**src/rrwt_pkg.sv**
```systemverilog
`timescale 1ns / 1ps

package rrwt_pkg;

   localparam int BURST_W = 16;
   localparam int OUT_W   = 20;
   localparam int PN_W    = 5;

   localparam logic [BURST_W-1:0] QUANTUM_RESET = 16'd4;
   localparam logic [OUT_W-1:0]   SAT_VALUE     = 20'hFFFFF;

   typedef enum logic [1:0] {
      PHASE_LOAD,
      PHASE_DIVIDE,
      PHASE_SWEEP,
      PHASE_EMIT
   } phase_type;

   // one-hot in practice: at most one of these is high in a cycle
   typedef struct packed {
      logic load;
      logic div_step;
      logic finish;
      logic sweep;
      logic shift_out;
   } cell_ctrl_type;

   // burst and round count of one process, circulated round the ring
   typedef struct packed {
      logic [BURST_W-1:0] burst;
      logic [BURST_W-1:0] rounds;
   } token_type;

   typedef struct packed {
      logic [BURST_W-1:0] burst_time;
      logic               last_item;
   } req_payload_type;

   typedef struct packed {
      logic [PN_W-1:0]  process_number;
      logic [OUT_W-1:0] wait_time;
      logic [OUT_W-1:0] turnaround_time;
      logic             last_result;
   } rsp_payload_type;

endpackage

```
**src/rrwt_ctrl.sv**
```systemverilog
`timescale 1ns / 1ps

module rrwt_ctrl
   import rrwt_pkg::*;
#(
   parameter int MAX_PROCESSES = 16,
   localparam int IDX_W  = (MAX_PROCESSES > 1) ? $clog2(MAX_PROCESSES) : 1,
   localparam int CNT_W  = $clog2(MAX_PROCESSES + 1),
   localparam int STEP_W = $clog2(((MAX_PROCESSES > BURST_W) ? MAX_PROCESSES : BURST_W) + 1)
) (
   input  logic             clock,
   input  logic             reset,
   input  logic             req_valid,
   input  logic             req_last,
   output logic             req_ready,
   output logic             rsp_valid,
   input  logic             rsp_ready,
   output logic             rsp_last,
   output cell_ctrl_type    cell_ctrl,
   output logic [IDX_W-1:0] load_slot,
   output logic [IDX_W-1:0] sweep_step,
   output logic [IDX_W-1:0] emit_index,
   output logic [CNT_W-1:0] batch_count
);

   phase_type         state_ff, state_in;
   logic [STEP_W-1:0] step_ff, step_in;
   logic [CNT_W-1:0]  count_ff, count_in;
   logic              req_xfer;
   logic              rsp_xfer;

   always_ff @(posedge clock) begin
      if (reset) begin
         state_ff <= PHASE_LOAD;
         step_ff  <= '0;
         count_ff <= '0;
      end else begin
         state_ff <= state_in;
         step_ff  <= step_in;
         count_ff <= count_in;
      end
   end

   always_comb begin
      req_ready = (state_ff == PHASE_LOAD);
      rsp_valid = (state_ff == PHASE_EMIT);
      req_xfer  = req_valid && req_ready;
      rsp_xfer  = rsp_valid && rsp_ready;
      rsp_last  = ((step_ff + STEP_W'(1)) == STEP_W'(count_ff));

      cell_ctrl.load      = req_xfer && (count_ff < CNT_W'(MAX_PROCESSES));
      cell_ctrl.div_step  = (state_ff == PHASE_DIVIDE) && (step_ff < STEP_W'(BURST_W));
      cell_ctrl.finish    = (state_ff == PHASE_DIVIDE) && (step_ff == STEP_W'(BURST_W));
      cell_ctrl.sweep     = (state_ff == PHASE_SWEEP);
      cell_ctrl.shift_out = rsp_xfer;

      load_slot   = count_ff[IDX_W-1:0];
      sweep_step  = step_ff[IDX_W-1:0];
      emit_index  = step_ff[IDX_W-1:0];
      batch_count = count_ff;

      state_in = state_ff;
      step_in  = step_ff;
      count_in = count_ff;

      case (state_ff)
         PHASE_LOAD: begin
            if (req_xfer) begin
               // a transfer beyond the table is dropped but its mark still counts
               if (cell_ctrl.load) begin
                  count_in = count_ff + CNT_W'(1);
               end
               if (req_last) begin
                  state_in = PHASE_DIVIDE;
                  step_in  = '0;
               end
            end
         end
         PHASE_DIVIDE: begin
            if (step_ff == STEP_W'(BURST_W)) begin
               state_in = PHASE_SWEEP;
               step_in  = '0;
            end else begin
               step_in = step_ff + STEP_W'(1);
            end
         end
         PHASE_SWEEP: begin
            if (step_ff == STEP_W'(MAX_PROCESSES - 1)) begin
               state_in = PHASE_EMIT;
               step_in  = '0;
            end else begin
               step_in = step_ff + STEP_W'(1);
            end
         end
         PHASE_EMIT: begin
            if (rsp_xfer) begin
               if (rsp_last) begin
                  state_in = PHASE_LOAD;
                  step_in  = '0;
                  count_in = '0;
               end else begin
                  step_in = step_ff + STEP_W'(1);
               end
            end
         end
         default: begin
            state_in = PHASE_LOAD;
            step_in  = '0;
            count_in = '0;
         end
      endcase
   end

endmodule

```
**config.mk**
```make
export PLATFORM = sky130hd
export DESIGN_NAME = rrwt_ctrl
export DESIGN_NICKNAME = d
export VERILOG_FILES = /design/src/rrwt_pkg.sv /design/src/rrwt_ctrl.sv
export SDC_FILE = /design/constraint.sdc
export NUM_CORES = 1
export LEC_CHECK = 0
export BUFFER_PORTS_ARGS = -buffer_cell sky130_fd_sc_hd__buf_2
export CORE_MARGIN = 3
export CORE_UTILIZATION = 50
export CTS_CLUSTER_DIAMETER = 120
export CTS_CLUSTER_SIZE = 16
export DETAILED_ROUTE_END_ITERATION = 10
export GPL_TIMING_DRIVEN = 0
export PLACE_DENSITY = 0.78
export SYNTH_ARGS = -nofsm -noshare
export SYNTH_HDL_FRONTEND = slang
export SYNTH_SLANG_ARGS = --single-unit
```
**constraint.sdc**
```tcl
create_clock -name clock -period 3.1 [get_ports clock]
set_clock_uncertainty 0.15 [all_clocks]
set_input_delay 0.62 -clock clock [delete_from_list [all_inputs] [get_ports clock]]
set_output_delay 0.62 -clock clock [all_outputs]
set_load 0.01 [all_outputs]
```
=== Yosys cells after proc, flatten, opt, wreduce, memory -nomap -nowiden ===
Cells that the tools add are included.

* Add/sub/neg operators: 2
* Equal/unequal tests: 13
* Magnitude comparators: 2
* Multiplexer cells: 19
* Reduce and logical (&&, ||, !) cells: 10

{| class="wikitable"
|+ Operator list
! operator !! count
|-
| $mux 5 || 10
|-
| $pmux 5 s4 || 1
|-
| $mux 2 || 6
|-
| $ne 2x1->1 const B || 6
|-
| $add 5x1->5 const B || 2
|-
| $lt 5x5->1 const B || 2
|-
| $pmux 5 s2 || 1
|-
| $pmux 2 s4 || 1
|-
| $reduce_and 6->1 || 1
|-
| $eq 5x4->1 const B || 1
|-
| $eq 5x5->1 || 1
|-
| $eq 5x5->1 const B || 1
|-
| $logic_and 1x1->1 || 5
|-
| $reduce_and 5->1 || 1
|-
| $eq 2x2->1 const B || 2
|-
| $reduce_and 3->1 || 1
|-
| $eq 2x1->1 const B || 1
|-
| $logic_not 2->1 || 1
|-
| $ne 2x2->1 const B || 1
|-
| $reduce_bool 2->1 || 1
|}

* Flip-flop bits (word level): 12
* Output and inout port bits: 25

=== Logic depth before layout (Yosys ltp) ===
* Depth in word-level cells: 6
* Mapped depth: 9
* Gate-level depth less buffers: 9

=== Worst setup path after synthesis ===
No wires, ideal clock.

* Path type: flip-flop to output port
* Start: reg step_ff[0]
* End: out rsp_last
* Data required time: 2.330 ns
* Arrival: 1.626 ns
* Cell stages (with the launch flop): 8
* Setup slack: 0.704 ns
* Path through: dfxtp_1 -> ha_1 -> nand3_1 -> inv_1 -> ha_1 -> xnor2_1 -> nor4_2 -> and2_2

* Longest elaborated chain between the ends: 2

{| class="wikitable"
|+ RTL lines
! what !! RTL line !! source
|-
| start, declared || rrwt_ctrl.sv:27 || <nowiki>logic [STEP_W-1:0] step_ff, step_in;</nowiki>
|-
| start signal, assigned || rrwt_ctrl.sv:39 || <nowiki>step_ff <= step_in;</nowiki>
|-
| $add 5x1->5 || rrwt_ctrl.sv:49 || <nowiki>rsp_last = ((step_ff + STEP_W'(1)) == STEP_W'(count_ff));</nowiki>
|-
| $eq 5x5->1 || rrwt_ctrl.sv:49 ||
|-
| end, declared || rrwt_ctrl.sv:18 || <nowiki>output logic rsp_last,</nowiki>
|}

No other way between the ends.

=== Final worst setup path ===
Ends and elaborated chain as after synthesis.

==> reports/metrics.cfg <==
[status]
status=complete, no violations

[timing]
hold_violations=0
tightest_slew_ns=0.518
max_freq_mhz=339
hold_ws_ns=0.360
setup_tns_ns=0
drv_slew=0
period_needed_ns=2.95
rsz0062_at_grt=no
fin_crit_sh_pct=95.2
setup_viol=0
slew-limit-headroom_pct=65.2

[synthesis]
yosys-top-cells-area=dfxtp_1 (25%), ha_1 (12%), buf_4 (10%)
ys_types=35
syn_area_per_cell_um2=8.06
postSynthNetCount=133
synth_cells=119
ys_seq_elements=12
yosysTopAreaCell=dfxtp_1
yosysMostFrequentCell=buf_4
synth_flop_cell=dfxtp_1
netlist.area_leader.share_pct=25.0
ys_seq_area_share_pct=25.0
synth-edff-count=0
yosysWarnings=0
synth_area_um2=960
ys_async_sr_fraction_pct=0
ys_top_cells_by_count=buf_4 (13), dfxtp_1 (12), a21oi_1 (11)

[routing]
wl_per_cell_um=12.7
first_pass_iters=4
drc_errors=0
via_per_inst=5.38
routed_wl_um=2250
num_vias=953
drt_iter0_drc=20
drtAntennaViolNets=0

[clock_network]
cts_resized=0
cts-root-buf=clkbuf_4
htreeDepth=1
clock_latency_ns=0.27
clkSinkCount=12
cts_setup_buffers=0
clock_path_buffers=2
cts_hold_buffers=0
cts_tree=built
cts_made_buffers=3
clkTransAtPathRegs_ns=0.08

[global_route]
grt_max_degree=11
grt.total_usage_pct=19.1
grt_overflow_total=0
grt_pass1_wl_um=3800
antenna_found_initial=0
grt_pass1_vias=894

[floorplan]
start_util_pct=54.4
chipWidth_um=49.8
fp.coreArea_um2=1760
boundaryPins=30
die_height_um=49.8
dieArea_um2=2480
row_count=15

[worst_setup_path]
setup.worst_path.end_class=output port
required_ns=2.33
critPathKind=reg2out
critPathMaxFanout=7
critPathLaunchType=flip-flop
cp.arrival_ns=2.18

[run]
drv_cap=0

[placed_design]
post-dp-hpwl_um=1710
routabilityCongestion=0.784
dp.cells=173
port_buffers=29

[power]
total_leakage_power_uw=0.000556
power_density_nw_per_um2=562
p_total_uw=664
max-vdd-ir-drop_v=0.000362

[final_layout]
drive_above_1_share_pct=34.2
diodes=0
syn_to_final_growth_pct=23.2
utilization_pct=67.0
nets=167
instances_no_fill=177

[worst_hold_path]
min_path_type=reg2reg

==> per-layer routing <==
metal  track usage [%]  share of wire (%)  routed length, um  vias up
met2              32.8                 51               1140       28
met5                 0                  0                  0        -
li1                  -                  -                  -      471
met1              23.8                 43                977      452
met3              2.11                5.1                116        2
met4              8.29               0.75                 17        0
==> cells by family (layout without fill, tap and decap cells) <==
logic type / after synthesis / after routing / synth area share [%]
and+or+nand+nor: 44 / 44 / 27.0
xor gates and xnor gates: 6 / 6 / 7.04
DFF: 12 / 12 / 25.0
adders and majority gates: 9 / 9 / 11.7
buffers and inverters: 22 / 55 / 13.7
AOI/OAI and AO/OA: 26 / 26 / 15.5
==> path summary, 6_finish.rpt <==
kind | start | endpoint | slack (ns) | cells after the start
worst min register to register | step_ff[0]$_SDFFE_PP0P_ | step_ff[0]$_SDFFE_PP0P_ | 0.36 | 2
worst max-delay path | step_ff[0]$_SDFFE_PP0P_ | rsp_last | 0.15 | 8
worst max register to register | step_ff[0]$_SDFFE_PP0P_ | state_ff[1]$_SDFFE_PP0P_ | 0.52 | 9
worst min-delay path | step_ff[0]$_SDFFE_PP0P_ | step_ff[0]$_SDFFE_PP0P_ | 0.36 | 2
==> per-stage QoR <==
stage / setup slack (ns) / instance area [um^2]
floorplan: 0.704 / 960
global placement: 0.462 / 1140
detailed placement: 0.452 / 1140
CTS: 0.137 / 1170
global route: 0.00284 / 1180
finish: 0.148 / 1180
==> placed cells by master, fill, tap and decap left out, types with 2 or more instances in the layout <==
cell	count
buf_2	29
buf_4	13
a21oi_1	11
dfxtp_1	10
inv_1	8
nand3_1	8
nor2_1	8
ha_1	8
o21ai_0	7
nand2_1	5
xnor2_1	4
and2_1	3
nand2b_1	3
nor2b_1	3
clkbuf_4	3
o31ai_1	2
a31oi_1	2
nand4b_1	2
dfxtp_4	2
==> cell type report <==
class,instances,area (um^2)
plain buffers,14,101
clock buffers,4,36.3
fillers,175,582
inverters,8,30.0
multi-input cells,85,591
flip-flops and latches,12,248
well taps,25,31.3
repair buffers,29,145
==> report_power, final <==
group / leakage (uW) / switching [uW] / total (uW) / internal (uW)
clock network: 0.0000210 / 56.7 / 128 / 71.3
registers: 0.0000989 / 30.7 / 206 / 175
logic: 0.000436 / 189 / 330 / 141
==> critical path, stage by stage, from the launching register on <==
cell	delay, ns
dfxtp_4	0.37
ha_2	0.21
nand3_1	0.11
inv_1	0.06
ha_1	0.31
xnor2_1	0.14
nor4_2	0.38
and2_2	0.21
buf_2	0.13
==> flip-flops by register name, summed over array words and instances, names as in the netlist <==
signal and flops:
state_ff 2, step_ff 5, batch_count 5
Power figures use the tool's default switching activity.
