## src/rrwt_pkg.sv

```systemverilog
`timescale 1ns / 1ps

package rrwt_pkg;

   localparam int BURST_W = 16;
   localparam int OUT_W   = 20;
   localparam int PN_W    = 5;

   localparam logic [BURST_W-1:0] QUANTUM_RESET = 16'd4;
   localparam logic [OUT_W-1:0]   SAT_VALUE     = 20'hFFFFF;

   typedef enum logic [1:0] {
      PHASE_LOAD,
      PHASE_DIVIDE,
      PHASE_SWEEP,
      PHASE_EMIT
   } phase_type;

   // one-hot in practice: at most one of these is high in a cycle
   typedef struct packed {
      logic load;
      logic div_step;
      logic finish;
      logic sweep;
      logic shift_out;
   } cell_ctrl_type;

   // burst and round count of one process, circulated round the ring
   typedef struct packed {
      logic [BURST_W-1:0] burst;
      logic [BURST_W-1:0] rounds;
   } token_type;

   typedef struct packed {
      logic [BURST_W-1:0] burst_time;
      logic               last_item;
   } req_payload_type;

   typedef struct packed {
      logic [PN_W-1:0]  process_number;
      logic [OUT_W-1:0] wait_time;
      logic [OUT_W-1:0] turnaround_time;
      logic             last_result;
   } rsp_payload_type;

endpackage

```

## src/rrwt_cell.sv

```systemverilog
`timescale 1ns / 1ps

module rrwt_cell
   import rrwt_pkg::*;
#(
   parameter int MAX_PROCESSES = 16,
   parameter int CELL_INDEX    = 0,
   localparam int IDX_W = (MAX_PROCESSES > 1) ? $clog2(MAX_PROCESSES) : 1,
   localparam int CNT_W = $clog2(MAX_PROCESSES + 1),
   localparam int AW    = BURST_W + $clog2(MAX_PROCESSES)
) (
   input  logic               clock,
   input  cell_ctrl_type      ctrl,
   input  logic [BURST_W-1:0] quantum,
   input  logic [CNT_W-1:0]   batch_count,
   input  logic [IDX_W-1:0]   load_slot,
   input  logic [IDX_W-1:0]   sweep_step,
   input  logic [BURST_W-1:0] load_burst,
   input  token_type          tok_prev,
   output token_type          tok_out,
   input  logic [AW-1:0]      acc_nbr,
   input  logic [BURST_W-1:0] burst_nbr,
   output logic [AW-1:0]      acc_out,
   output logic [BURST_W-1:0] burst_out
);

   localparam logic [IDX_W-1:0] OWN = IDX_W'(CELL_INDEX);

   logic [BURST_W-1:0] burst_ff, burst_in;
   logic [BURST_W-1:0] quo_ff, quo_in;
   logic [BURST_W-1:0] rem_ff, rem_in;
   logic [BURST_W-1:0] k_ff, k_in;
   logic [BURST_W:0]   r_ff, r_in;
   logic [AW-1:0]      acc_ff, acc_in;
   token_type          tok_ff, tok_in;

   logic [BURST_W:0]   trial;
   logic [BURST_W:0]   q_ext;
   logic [BURST_W-1:0] k_calc;
   logic [BURST_W:0]   r_calc;
   logic [IDX_W:0]     wrap_idx;
   logic [IDX_W-1:0]   tok_idx;
   logic               tok_live;
   logic [BURST_W:0]   add;

   always_comb begin
      q_ext = {1'b0, quantum};
      trial = {rem_ff, quo_ff[BURST_W-1]};

      // ceiling of burst over quantum, and that many quanta of time
      k_calc = quo_ff + BURST_W'(rem_ff != '0);
      if (rem_ff == '0) begin
         r_calc = {1'b0, burst_ff};
      end else begin
         r_calc = {1'b0, burst_ff} - {1'b0, rem_ff} + q_ext;
      end

      // the token now held came from the cell sweep_step places upstream
      wrap_idx = (IDX_W + 1)'(MAX_PROCESSES + CELL_INDEX) - {1'b0, sweep_step};
      if (OWN >= sweep_step) begin
         tok_idx = OWN - sweep_step;
      end else begin
         tok_idx = wrap_idx[IDX_W-1:0];
      end
      tok_live = (CNT_W'(tok_idx) < batch_count) && (tok_idx != OWN) && (burst_ff != '0);

      // work the other process gets done before this one finishes
      if (tok_idx < OWN) begin
         add = (tok_ff.rounds <= k_ff) ? {1'b0, tok_ff.burst} : r_ff;
      end else begin
         add = (tok_ff.rounds < k_ff) ? {1'b0, tok_ff.burst} : r_ff - q_ext;
      end

      burst_in = burst_ff;
      quo_in   = quo_ff;
      rem_in   = rem_ff;
      k_in     = k_ff;
      r_in     = r_ff;
      acc_in   = acc_ff;
      tok_in   = tok_ff;

      if (ctrl.load && load_slot == OWN) begin
         burst_in = load_burst;
         quo_in   = load_burst;
         rem_in   = '0;
      end
      if (ctrl.div_step) begin
         if (trial >= q_ext) begin
            rem_in = BURST_W'(trial - q_ext);
            quo_in = {quo_ff[BURST_W-2:0], 1'b1};
         end else begin
            rem_in = trial[BURST_W-1:0];
            quo_in = {quo_ff[BURST_W-2:0], 1'b0};
         end
      end
      if (ctrl.finish) begin
         k_in          = k_calc;
         r_in          = r_calc;
         acc_in        = '0;
         tok_in.burst  = burst_ff;
         tok_in.rounds = k_calc;
      end
      if (ctrl.sweep) begin
         tok_in = tok_prev;
         if (tok_live) begin
            acc_in = acc_ff + AW'(add);
         end
      end
      if (ctrl.shift_out) begin
         acc_in   = acc_nbr;
         burst_in = burst_nbr;
      end
   end

   always_ff @(posedge clock) begin
      burst_ff <= burst_in;
      quo_ff   <= quo_in;
      rem_ff   <= rem_in;
      k_ff     <= k_in;
      r_ff     <= r_in;
      acc_ff   <= acc_in;
      tok_ff   <= tok_in;
   end

   assign tok_out   = tok_ff;
   assign acc_out   = acc_ff;
   assign burst_out = burst_ff;

endmodule

```

## config.mk

```make
export PLATFORM = sky130hd
export DESIGN_NAME = rrwt_cell
export DESIGN_NICKNAME = d
export VERILOG_FILES = /design/src/rrwt_pkg.sv /design/src/rrwt_cell.sv
export SDC_FILE = /design/constraint.sdc
export NUM_CORES = 1
export LEC_CHECK = 0
export BUFFER_PORTS_ARGS = -buffer_cell sky130_fd_sc_hd__buf_4
export CAP_MARGIN = 20
export CORE_MARGIN = 8
export CORE_UTILIZATION = 45
export DETAILED_ROUTE_END_ITERATION = 12
export PLACE_DENSITY = 0.66
export SLEW_MARGIN = 0
export SYNTH_ARGS = -nofsm -noshare
export SYNTH_HDL_FRONTEND = slang
export SYNTH_SLANG_ARGS = --single-unit
```

## constraint.sdc

```tcl
create_clock -name clock -period 6.45 [get_ports clock]
set_clock_uncertainty 0.05 [all_clocks]
set_input_delay 0.3225 -clock clock [delete_from_list [all_inputs] [get_ports clock]]
set_output_delay 0.3225 -clock clock [all_outputs]
set_load 0.05 [all_outputs]
```

Yosys cells after proc, flatten, opt, wreduce, memory -nomap -nowiden --
Index checks and enable logic that the tools add are counted.
Cells by class: $add $sub $neg 8, magnitude comparators 6, mux-type cells 18, reduce and logical (&&, ||, !) cells 11
Operator list (count):
- $mux W16 | 7
- $mux W20 | 4
- $mux W32 | 2
- $mux W17 | 3
- $reduce_bool A16 Y1 | 2
- $add A20 B17 Y20 | 1
- $add A17 B16 Y17 | 1
- $ge A17 B16 Y1 | 1
- $sub A16 B16 Y17 | 1
- $sub A17 B16 Y17 | 1
- $add A16 B1 Y16 | 1
- $le A16 B16 Y1 | 1
- $logic_not A16 Y1 | 1
- $lt A16 B16 Y1 | 1
- $sub A16 B16 Y16 | 1
- $sub A1 B4 Y4 const A | 2
- $reduce_bool A2 Y1 | 3
- $lt A4 B5 Y1 | 1
- $ge A1 B4 Y1 const A | 1
- $logic_not A4 Y1 | 1
- $lt A4 B1 Y1 const B | 1
- $mux W4 | 1
- $reduce_bool A4 Y1 | 1
- $logic_and A1 B1 Y1 | 3
- $mux W1 | 1
Word-level totals: flip-flop bits (word level) 133, output and inout bits 68

Longest topological paths before layout --
Gate-level depths: netlist of the first run.
depth in word-level cells 8, gate-level depth with buffers 20

Worst setup path before layout of the first run --
No wires, ideal clock.
kind register to register, start reg tok_ff, in the netlist tok_out[1], end reg acc_ff[19], in the netlist acc_out[19], library setup time 0.138 ns, arrival 4.366 ns, required time 6.262 ns, path slack 1.897 ns, stages on the path, launching flop included 18, buffers on the path 3, clock period less this slack 4.553 ns, path through edfxtp_1 > ha_1 > a21o_1 > a211o_1 > a21oi_1 > o21a_1 > o31a_1 > buf_2 > buf_2 > mux2_2 > ha_1 > and4_1 > clkbuf_1 > a221oi_1 > o21ai_0 > a211oi_1 > mux2i_1 > o221ai_1
Between the ends: word-level cells in the longest chain between the ends 7, elaborated cells on any way between the ends 9, those cells by class add/sub: 1; order compare: 2; mux: 6
Ends and longest elaborated chain:
- start, declared | line rrwt_cell.sv:35 | token_type tok_ff, tok_in;
- start signal, assigned | line rrwt_cell.sv:122 | tok_ff <= tok_in;
- $lt A16 B16 Y1 or $le A16 B16 Y1 (tied branches) | line rrwt_cell.sv:71, rrwt_cell.sv:69
- $mux W17 (on tied branches) | line rrwt_cell.sv:71, rrwt_cell.sv:69
- $mux W17 * | line rrwt_cell.sv:68 | if (tok_idx < OWN) begin
- $add A20 B17 Y20 * | line rrwt_cell.sv:106 | acc_in = acc_ff + AW'(add);
- $mux W20 * | line rrwt_cell.sv:105 | if (tok_live) begin
- $mux W20 * | line rrwt_cell.sv:103 | if (ctrl.sweep) begin
- $mux W20 * | line rrwt_cell.sv:109 | if (ctrl.shift_out) begin
- net acc_in[19] | line rrwt_cell.sv:34 | logic [AW-1:0] acc_ff, acc_in;
- end signal, assigned | line rrwt_cell.sv:121 | acc_ff <= acc_in;
- end, declared | line rrwt_cell.sv:34
Mark *: on every way through the listed nets, which the timed path passes. The rest lies on a longest branch. A chain may end at the register's enable or synchronous reset.

Worst setup path in the final report of the first run --
Same ends and word-level chain as after synthesis.

==> reports/results.ini, run 1 <==
[outcome]
run_status = finished clean

[sta]
period_minus_slack_ns = 4.93
timing.max_slew.rel_slack_pct = 39.6
setup_viol = 0
timing_hold_violations_final = 0
tightest_slew_ns = 0.907
min_period_over_period_pct = 76.4
report.final.slew_viol_count = 0
tns_ns = 0
maxClockFrequency_ghz = 0.203
grt_setup_unrepaired = no

[logic_synthesis]
post_synth_instance_area_um2 = 10200
share_of_synthesized_flip_flops_with_an_asynchronous_set_or_reset_pct = 0
postSynthAreaPerCell_um2 = 9.68
synth_enable_flop_cells = 113
synth.lib_cells_used.distinct = 69
ys_seq_area_share_pct = 37.3
syn_inst = 1051
primary_flip_flop_cell_chosen_by_synthesis_mapping = sky130_fd_sc_hd__edfxtp_1
ys_warn_count = 0
yosys_reg_bits = 133
synth_nets = 1276

[global_route]
number_of_antenna_violations_at_the_first_check_in_global_routing = 0
grt_pass1_vias = 8325
grt_pass1_wl_um = 45600
grt_remaining_overflow = 0
maximum_number_of_pins_on_one_net_before_global_route_repair = 51
total_global_route_track_usage_pct = 20.7

[die]
io_pins = 187
height_of_the_die_um = 166
area_of_the_die_um2 = 27700
initial_utilization_pct = 45.4
placement_rows = 55
fp.coreArea_um2 = 22400
die_width_um = 166

[cts]
post_cts_buffers = 0
clock_transition_at_path_regs_ns = 0.07
cts-buffers-inserted = 17
clock_insertion_delay_worst_skew_ns = 0.42
cts-resized-gates = 0
cts_root_buffer = sky130_fd_sc_hd__clkbuf_16
clockBufferDepth = 2
cts_hold_buffers = 0
clock_sinks = 133
cts-htree-levels = 4
tritoncts = built

[cells_and_area]
layout-drive-gt1-share_pct = 23.8
final.fill_count = 2001
finalInstanceArea_um2 = 12400
finish.net_count = 1452
count_of_antenna_diodes_in_the_layout = 0
synthToLayoutAreaGrowth_pct = 21.8

[critical_path]
setup.worst_path.start_class = flip-flop
cp.required_ns = 6.68
cell_count_of_the_worst_reg_to_reg_path = 15
worstPathMaxFanout = 9
setup.worst_path.end_class = flip-flop
timing.critical_path.arrival_ns = 5.15
launch_point_of_the_worst_reg_to_reg_path = tok_out[1]
path_class = reg -> reg
rr_endpoint = acc_out[19]
worst-r2r-setup-slack_ns = 1.52

[pwr]
fin_total_pwr_mw = 4.65
ir_worst_vdd_uv = 183
pwr-share-seq_pct = 27.5
internal-power_mw = 2.71
p_leak_nw = 5.52
pwr_density_cell_nw_per_um2 = 375
switching_share_pct = 41.8
p_sw_mw = 1.94
power.share.combinational_pct = 51.9
share_clk_of_total_power_pct = 20.6

[min_path]
min_to = acc_out[2]
worstHoldPathCells = 3
timing.hold.worst.start = acc_nbr[2]
worstHoldPathType = in -> reg

[place]
port_buffers = 186
post_dp_cell_area_um2 = 11800
detailed_place_hpwl_um = 23400
place.gp.congestion = 0.941

[routing]
detail_route.first_pass.iterations = 7
final_antenna_net_count = 0
post_drt_wl_per_cell_um = 19.2
vias_per_cell = 5.47
vias = 8344
drt-initial-drc-count = 652
drc = 0
finalWirelength_um = 29300

[job]
maxCapViolations = 0

## synthesized netlist by cell type (all sizes together) (4+ instances only)
master,n,share of area [%]
nor4,13,0.80
a21oi,71,3.5
o31a,4,0.34
nor3,11,0.54
o21ai,73,3.6
a21boi,8,0.59
or3,6,0.37
nand3b,4,0.30
nor3b,10,0.74
mux2,62,6.9
a211oi,14,1.0
nand2b,14,0.86
nand3,17,0.84
nor2b,12,0.74
and2,8,0.49
xnor2,37,3.2
nand4,11,0.68
o22ai,4,0.25
a21o,18,1.3
edfxtp,113,33
nand2,91,3.4
o211a,8,0.79
clkbuf,25,0.92
dfxtp,20,3.9
and3,6,0.37
buf,7,0.30
inv,111,4.1
xor2,24,2.1
mux2i,8,0.79
or4,4,0.30
nor2,55,2.0
fa,19,3.7
o21bai,6,0.48
o211ai,8,0.59
or2,6,0.37
o21a,14,1.0
ha,87,11
## placed cells by master (no fill, tap or decap), types with 24 or more instances in the layout
cell type / Yosys / routed
sky130_fd_sc_hd__buf_4: 0 / 189
sky130_fd_sc_hd__edfxtp_1: 113 / 113
sky130_fd_sc_hd__inv_1: 111 / 111
sky130_fd_sc_hd__nand2_1: 91 / 91
sky130_fd_sc_hd__ha_1: 87 / 87
sky130_fd_sc_hd__o21ai_0: 72 / 72
sky130_fd_sc_hd__a21oi_1: 71 / 71
sky130_fd_sc_hd__mux2_2: 62 / 62
sky130_fd_sc_hd__nor2_1: 55 / 55
sky130_fd_sc_hd__xnor2_1: 37 / 37
sky130_fd_sc_hd__xor2_1: 24 / 24
## through the flow
stage | util (%) | setup WS [ns] | std cells | hold slack (ns)
after CTS | 55.3 | 1.52 | 1525 | 0.0326
after global placement | 52.7 | 1.76 | 1493 | 0.466
after detailed placement | 52.7 | 1.57 | 1493 | 0.470
final | 55.3 | 1.52 | 1525 | 0.0472
after global routing | 55.3 | 1.16 | 1525 | 0.0508
after floorplan | - | 1.90 | 1051 | 0.376
## power groups by stage
stage	sequential, mW	clock, mW	combinational, mW
detailed placement	1.30	0	2.40
finish	1.28	0.958	2.41
CTS	1.28	0.969	2.41
floorplan	1.49	0	1.60
global route	1.29	1.01	2.67
global placement	1.29	0	2.36
## registers in the layout, summed over array words and instances (netlist names)
name / count
rem_ff: 16
acc_out: 20
r_ff: 17
k_ff: 16
tok_out: 32
burst_out: 16
quo_ff: 16
## worst max path at each step
stage,from,endpoint,slack [ns]
after floorplan,tok_out[1],acc_out[19],1.90
after global placement,tok_out[1],acc_out[19],1.76
after detailed placement,tok_out[1],acc_out[19],1.57
after CTS,tok_out[1],acc_out[19],1.52
after global routing,tok_out[5],acc_out[19],1.16
final,tok_out[1],acc_out[19],1.52
## cell families after synthesis
logic type	Yosys count	share of synthesized area, %
AO/OA/AOI/OAI	262	16.6
XOR/XNOR	61	5.25
adder cells (fa/ha/maj)	106	14.4
buffers and inverters	143	5.31
flip-flops	133	37.3
multiplexers	70	7.65
AND/OR/NAND/NOR	276	13.5
## per-layer routing
layer	up-vias	GRT usage [%]	routed length (um)
met5	-	0	0
met1	3937	25.8	12700
met4	0	6.66	706
met2	217	35.5	14400
li1	4157	-	-
met3	33	3.92	1400
## final cells by class
| cell class | count | area, um^2 | share of cell area, % |
|---|---|---|---|
| Inverter | 111 | 417 | 3.36 |
| Timing Repair Buffer | 189 | 1420 | 11.4 |
| Clock inverter | 14 | 140 | 1.13 |
| Sequential cell | 133 | 3790 | 30.6 |
| Clock buffer | 18 | 429 | 3.46 |
| Tap cell | 285 | 357 | 2.88 |
| Multi-Input combinational cell | 775 | 5840 | 47.1 |
## worst max-delay path, stage by stage, from the launching register on
cell and delay (ns):
sky130_fd_sc_hd__edfxtp_1 0.40, sky130_fd_sc_hd__ha_1 0.31, sky130_fd_sc_hd__a21o_1 0.16, sky130_fd_sc_hd__a211o_1 0.32, sky130_fd_sc_hd__a21oi_1 0.26, sky130_fd_sc_hd__o21a_1 0.17, sky130_fd_sc_hd__o31a_1 0.42, sky130_fd_sc_hd__mux2_2 0.40
sky130_fd_sc_hd__ha_1 0.35, sky130_fd_sc_hd__a21o_1 0.22, sky130_fd_sc_hd__a21o_1 0.21, sky130_fd_sc_hd__a221oi_1 0.53, sky130_fd_sc_hd__o21ai_0 0.32, sky130_fd_sc_hd__a211oi_1 0.34, sky130_fd_sc_hd__mux2i_1 0.22, sky130_fd_sc_hd__o221ai_1 0.11
Note: power is estimated with default switching activity, not from simulation.
==> inputs of run 2 (changes only) <==
==> constraint.sdc (replaced) <==
create_clock -name clock -period 4.7 [get_ports clock]
set_clock_uncertainty 0.05 [all_clocks]
set_input_delay 0.235 -clock clock [delete_from_list [all_inputs] [get_ports clock]]
set_output_delay 0.235 -clock clock [all_outputs]
set_load 0.05 [all_outputs]
==> run 2 against run 1 <==
Against the previous run:
- sequential power is 37% higher
- largest cell class unchanged
- combinational power is 40% higher
- die area is the same
- critical endpoint unchanged
- largest power group unchanged
==> reports/results.ini, run 2 (synthesis gave the netlist of run 1 again) <==
[routing]
post_drt_wl_per_cell_um = 18.9  ; -1.5%
finalWirelength_um = 29300  ; about the same
vias = 8416  ; +0.86%
detail_route.first_pass.iterations = 6  ; -1
vias_per_cell = 5.44  ; -0.57%
drt-initial-drc-count = 582  ; -11%
final_antenna_net_count = 0  ; unchanged
drc = 0  ; unchanged

[place]
port_buffers = 186  ; unchanged
place.gp.congestion = 0.903  ; -4.0%
post_dp_cell_area_um2 = 11800  ; +0.17%
dpl_worst_slack_ns = 0.116  ; -1.46 ns
detailed_place_hpwl_um = 23300  ; -0.52%
placed_cells = 1494  ; +0.067%

[global_route]
grt_pass1_vias = 8339  ; +0.17%
maximum_number_of_pins_on_one_net_before_global_route_repair = 51  ; unchanged
grt_pass1_wl_um = 46100  ; +1.2%
number_of_antenna_violations_at_the_first_check_in_global_routing = 1  ; +1
total_global_route_track_usage_pct = 20.9  ; +0.20 points
grt_remaining_overflow = 0  ; unchanged

[min_path]
timing.hold.worst.start = tok_prev[30]
worstHoldPathType = in -> reg
min_to = tok_out[30]
worstHoldPathCells = 3  ; unchanged

[sta]
maxClockFrequency_ghz = 0.225  ; +11%
tightest_slew_ns = 0.952  ; +0.0457 ns
finalWorstSetupSlack_ns = 0.265  ; -1.26 ns
fin_hold_ws_ns = 0.0387  ; -0.00848 ns
min_period_over_period_pct = 94.4  ; +18 points
timing_hold_violations_final = 0  ; unchanged
period_minus_slack_ns = 4.43  ; -0.491 ns
setup_viol = 0  ; unchanged
timing.max_slew.rel_slack_pct = 36.5  ; -3.0 points
tns_ns = 0  ; unchanged
grt_setup_unrepaired = no
report.final.slew_viol_count = 0  ; unchanged

[critical_path]
setup.worst_path.end_class = flip-flop
worst-r2r-setup-slack_ns = 0.27  ; -1.26 ns
path_class = reg -> reg
cell_count_of_the_worst_reg_to_reg_path = 16  ; +1
setup.worst_path.start_class = flip-flop
timing.critical_path.arrival_ns = 4.67  ; -0.48 ns
worstPathMaxFanout = 17  ; +8
rr_endpoint = acc_out[19]
cp.required_ns = 4.93  ; -1.75 ns
launch_point_of_the_worst_reg_to_reg_path = tok_out[1]

[cells_and_area]
mostFrequentLayoutCells = 189 x sky130_fd_sc_hd__buf_4, 113 x sky130_fd_sc_hd__edfxtp_1, 111 x sky130_fd_sc_hd__inv_1, 91 x sky130_fd_sc_hd__nand2_1, 87 x sky130_fd_sc_hd__ha_1
final_core_util_pct = 56.3  ; +1.1 points
most_common_cell_after_layout_fill_and_taps_aside = sky130_fd_sc_hd__buf_4
finalInstanceArea_um2 = 12600  ; +1.9%
final.fill_count = 2055  ; +2.7%
layout-drive-gt1-share_pct = 23.7  ; -0.079 points
finish.net_count = 1473  ; +1.4%
largest_register_ff_count = 32  ; unchanged
synthToLayoutAreaGrowth_pct = 24.2
final-instance-count-excl-fill = 1547  ; +1.4%
multi_input_logic_area_um2 = 5850  ; +0.17%
register_area_um2 = 3790  ; unchanged

[pwr]
pwr-share-seq_pct = 27.2  ; -0.3 points
power.share.combinational_pct = 52.5  ; +0.6 points
p_leak_nw = 5.62  ; +1.9%
internal-power_mw = 3.70  ; +37%
ir_worst_vdd_uv = 226  ; +24%
fin_total_pwr_mw = 6.43  ; +38%
switching_share_pct = 42.4  ; +0.63 points
pwr_density_cell_nw_per_um2 = 509  ; +36%
share_clk_of_total_power_pct = 20.4  ; -0.2 points
p_sw_mw = 2.73  ; +40%

[die]
initial_utilization_pct = 45.4  ; unchanged
fp.coreArea_um2 = 22400  ; unchanged
die_width_um = 166  ; unchanged
height_of_the_die_um = 166  ; unchanged
placement_rows = 55  ; unchanged
io_pins = 187  ; unchanged
area_of_the_die_um2 = 27700  ; unchanged

[cts]
tritoncts = built
cts-htree-levels = 4  ; unchanged
clock_sinks = 133  ; unchanged
clockBufferDepth = 2  ; unchanged
cts-buffers-inserted = 17  ; unchanged
post_cts_buffers = 0  ; unchanged
cts_root_buffer = sky130_fd_sc_hd__clkbuf_16
clock_transition_at_path_regs_ns = 0.07  ; about the same
clock_insertion_delay_worst_skew_ns = 0.43  ; about the same

[job]
maxCapViolations = 0  ; unchanged

[outcome]
run_status = finished clean

[run 2: cell types whose count changed in the layout (fill, tap and decap cells not counted), sizes merged]
| cell | delta |
|---|---|
| buf | +1 |
| bufinv | -1 |
| clkbuf | -1 |
| clkinvlp | -1 |
| diode | +1 |
| dlygate4sd3 | +20 |
| inv | +3 |
[run 2: worst max-delay path, stage by stage, from the launching register on]
cell                       delay [ns]
sky130_fd_sc_hd__edfxtp_1        0.39
sky130_fd_sc_hd__ha_1            0.30
sky130_fd_sc_hd__a21o_1          0.16
sky130_fd_sc_hd__a211o_1         0.32
sky130_fd_sc_hd__a21oi_1         0.25
sky130_fd_sc_hd__o21a_1          0.17
sky130_fd_sc_hd__o31a_1          0.17
sky130_fd_sc_hd__buf_12          0.17
sky130_fd_sc_hd__mux2_2          0.35
sky130_fd_sc_hd__ha_1            0.34
sky130_fd_sc_hd__a21o_1          0.22
sky130_fd_sc_hd__a21o_1          0.22
sky130_fd_sc_hd__a221oi_2        0.33
sky130_fd_sc_hd__o21ai_1         0.19
sky130_fd_sc_hd__a211oi_1        0.31
sky130_fd_sc_hd__mux2i_1         0.22
sky130_fd_sc_hd__o221ai_1        0.11
[run 2: worst max path at each step]
stage | start | end | slack, ns | depth (start not counted)
floorplan | tok_out[1] | acc_out[19] | 0.15 | 17
global placement | quantum[0] | acc_out[19] | 0.21 | 17
detailed placement | quantum[0] | acc_out[19] | 0.12 | 17
CTS | tok_out[1] | acc_out[19] | 0.08 | 16
global route | tok_out[8] | acc_out[19] | 0.02 | 16
finish | tok_out[1] | acc_out[19] | 0.27 | 16
[run 2: power by group through the flow]
stage	Sequential (mW)	Clock [mW]	Combinational [mW]
after CTS	1.75	1.33	3.34
after global placement	1.76	0	3.27
after floorplan	2.04	0	2.20
after detailed placement	1.77	0	3.31
after global routing	1.77	1.38	3.74
final	1.75	1.31	3.37
[run 2: layer usage]
| metal | vias to the layer above | global-route usage, % | part of all wire [%] |
|---|---|---|---|
| met1 | 3940 | 26.9 | 45 |
| met3 | 45 | 3.47 | 4.2 |
| met2 | 225 | 34.4 | 48 |
| met5 | - | 0 | 0 |
| li1 | 4206 | - | - |
| met4 | 0 | 8.62 | 3.0 |
[run 2: area by class of cell]
class | instances | share of cell area, %
sequential | 133 | 30.0
antenna | 1 | 0.0198
tap | 285 | 2.82
clock inverter | 15 | 1.20
clock buffer | 17 | 3.37
inverter | 111 | 3.30
multi-input combinational | 775 | 46.3
timing repair buffer | 210 | 13.0
[run 2: timing repair]
action	in CTS	in global routing
setup endpoints to repair	0	5
hold buffers	20	0
resized for setup	0	3
hold endpoints to repair	20	0
==> inputs of run 3 (changes only) <==
--- a/config.mk
+++ b/config.mk
@@ -10,6 +10,7 @@
 export CORE_MARGIN = 8
 export CORE_UTILIZATION = 45
 export DETAILED_ROUTE_END_ITERATION = 12
+export HOLD_SLACK_MARGIN = 0.08
 export PLACE_DENSITY = 0.66
 export SLEW_MARGIN = 0
 export SYNTH_ARGS = -nofsm -noshare
==> run 3 against run 2 <==
Against the previous run:
- sequential power barely moved
- sequential share of layout area fell by 1.5 points
- clock-buffer cell count did not move
- critical path type unchanged
- critical endpoint unchanged
==> reports/results.ini, run 3 (synthesis gave the netlist of run 1 again) <==
[outcome]
run_status = finished clean

[global_route]
grt_pass1_vias = 8824  ; +5.8%
maximum_number_of_pins_on_one_net_before_global_route_repair = 51  ; unchanged
grt_remaining_overflow = 0  ; unchanged
total_global_route_track_usage_pct = 22.0  ; +1.1 points
grt_pass1_wl_um = 48400  ; +5.0%
number_of_antenna_violations_at_the_first_check_in_global_routing = 1  ; unchanged

[routing]
vias = 8823  ; +4.8%
detail_route.first_pass.iterations = 6  ; unchanged
finalWirelength_um = 30700  ; +5.1%
vias_per_cell = 5.47  ; +0.55%
final_antenna_net_count = 0  ; unchanged
post_drt_wl_per_cell_um = 19.1  ; +0.80%
drc = 0  ; unchanged
drt-initial-drc-count = 621  ; +6.7%

[sta]
finalWorstSetupSlack_ns = 0.251  ; -0.0144 ns
period_minus_slack_ns = 4.45  ; +0.0144 ns
report.final.slew_viol_count = 0  ; unchanged
maxClockFrequency_ghz = 0.225  ; -0.32%
tightest_slew_ns = 0.929  ; -0.0231 ns
grt_setup_unrepaired = no
timing_hold_violations_final = 0  ; unchanged
tns_ns = 0  ; unchanged
setup_viol = 0  ; unchanged
min_period_over_period_pct = 94.7  ; +0.31 points
timing.max_slew.rel_slack_pct = 38.1  ; +1.5 points

[cells_and_area]
most_common_cell_after_layout_fill_and_taps_aside = sky130_fd_sc_hd__buf_4
finalInstanceArea_um2 = 13300  ; +5.2%
final-instance-count-excl-fill = 1613  ; +4.3%
final.fill_count = 1952  ; -5.0%
final_core_util_pct = 59.3  ; +2.9 points
synthToLayoutAreaGrowth_pct = 30.7
register_area_um2 = 3790  ; unchanged
finish.net_count = 1539  ; +4.5%
largest_register_ff_count = 32  ; unchanged
mostFrequentLayoutCells = 189 x sky130_fd_sc_hd__buf_4, 113 x sky130_fd_sc_hd__edfxtp_1, 111 x sky130_fd_sc_hd__inv_1, 91 x sky130_fd_sc_hd__nand2_1, 87 x sky130_fd_sc_hd__ha_1
layout-drive-gt1-share_pct = 22.5  ; -1.2 points
multi_input_logic_area_um2 = 5850  ; unchanged

[die]
height_of_the_die_um = 166  ; unchanged
die_width_um = 166  ; unchanged
placement_rows = 55  ; unchanged
io_pins = 187  ; unchanged
fp.coreArea_um2 = 22400  ; unchanged
initial_utilization_pct = 45.4  ; unchanged
area_of_the_die_um2 = 27700  ; unchanged

[critical_path]
cp.required_ns = 4.93  ; about the same
worstPathMaxFanout = 17  ; unchanged
timing.critical_path.arrival_ns = 4.68  ; about the same
path_class = reg -> reg
setup.worst_path.end_class = flip-flop
setup.worst_path.start_class = flip-flop

[cts]
cts-htree-levels = 4  ; unchanged
cts_root_buffer = sky130_fd_sc_hd__clkbuf_16
clock_transition_at_path_regs_ns = 0.07  ; about the same
tritoncts = built
clockBufferDepth = 2  ; unchanged
clock_insertion_delay_worst_skew_ns = 0.44  ; about the same
cts-buffers-inserted = 17  ; unchanged
clock_sinks = 133  ; unchanged

[place]
port_buffers = 186  ; unchanged
dpl_worst_slack_ns = 0.116  ; unchanged
placed_cells = 1494  ; unchanged
detailed_place_hpwl_um = 23300  ; unchanged
post_dp_cell_area_um2 = 11800  ; unchanged
place.gp.congestion = 0.903  ; unchanged

[min_path]
worstHoldPathType = in -> reg

[pwr]
pwr_density_cell_nw_per_um2 = 487  ; -4.2%
p_leak_nw = 5.90  ; +4.9%
ir_worst_vdd_uv = 227  ; +0.12%

[job]
maxCapViolations = 0  ; unchanged

[run 3: layout make-up]
class / count / share of cell area, %
multi-input combinational: 775 / 44.0
sequential: 133 / 28.5
timing repair buffer: 276 / 17.3
clock buffer: 17 / 3.20
inverter: 111 / 3.13
tap: 285 / 2.68
clock inverter: 15 / 1.14
antenna: 1 / 0.0188
[run 3: per-stage QoR]
stage               total power, mW  hold WS [ns]
floorplan                      4.24         0.288
global placement               5.03         0.378
detailed placement             5.08         0.381
CTS                            6.47        0.0806
global route                   6.95        0.0931
finish                         6.48        0.0981
[run 3: worst max-delay path, cell delays in order, from the launching register on]
cell and delay, ns:
sky130_fd_sc_hd__edfxtp_1 0.39, sky130_fd_sc_hd__ha_1 0.30, sky130_fd_sc_hd__a21o_1 0.16, sky130_fd_sc_hd__a211o_1 0.32, sky130_fd_sc_hd__a21oi_1 0.25, sky130_fd_sc_hd__o21a_1 0.17, sky130_fd_sc_hd__o31a_1 0.17, sky130_fd_sc_hd__buf_12 0.17
sky130_fd_sc_hd__mux2_2 0.35, sky130_fd_sc_hd__ha_1 0.34, sky130_fd_sc_hd__a21o_1 0.22, sky130_fd_sc_hd__a21o_1 0.22, sky130_fd_sc_hd__a221oi_2 0.34, sky130_fd_sc_hd__o21ai_1 0.19, sky130_fd_sc_hd__a211oi_1 0.31, sky130_fd_sc_hd__mux2i_1 0.22
sky130_fd_sc_hd__o221ai_1 0.11
[run 3: final timing paths]
check	cells past startpoint	slack (ns)	end	from
max	16	0.25	acc_out[19]	tok_out[1]
min	3	0.1	quo_ff[0]	load_burst[0]
max reg2reg	16	0.25	acc_out[19]	tok_out[1]
min reg2reg	2	0.51	acc_out[11]	acc_out[11]
[run 3: power by group]
part | switching, mW | total (mW) | internal (mW)
sequential | 0.183 | 1.75 | 1.56
combinational | 1.96 | 3.42 | 1.47
clock | 0.599 | 1.31 | 0.708
total | 2.74 | 6.48 | 3.74
[run 3: per-layer routing]
layer,vias to the layer above,part of all wire (%),track usage [%]
met4,0,4.5,11.3
li1,4337,-,-
met1,4108,43,27.5
met3,78,4.9,3.49
met5,-,0,0
met2,300,48,36.3
[run 3: timing repair]
item,CTS,global route
hold endpoints to repair,74,0
buffers inserted,0,0
setup endpoints to repair,0,5
gates resized for setup,0,3
hold buffers,86,0
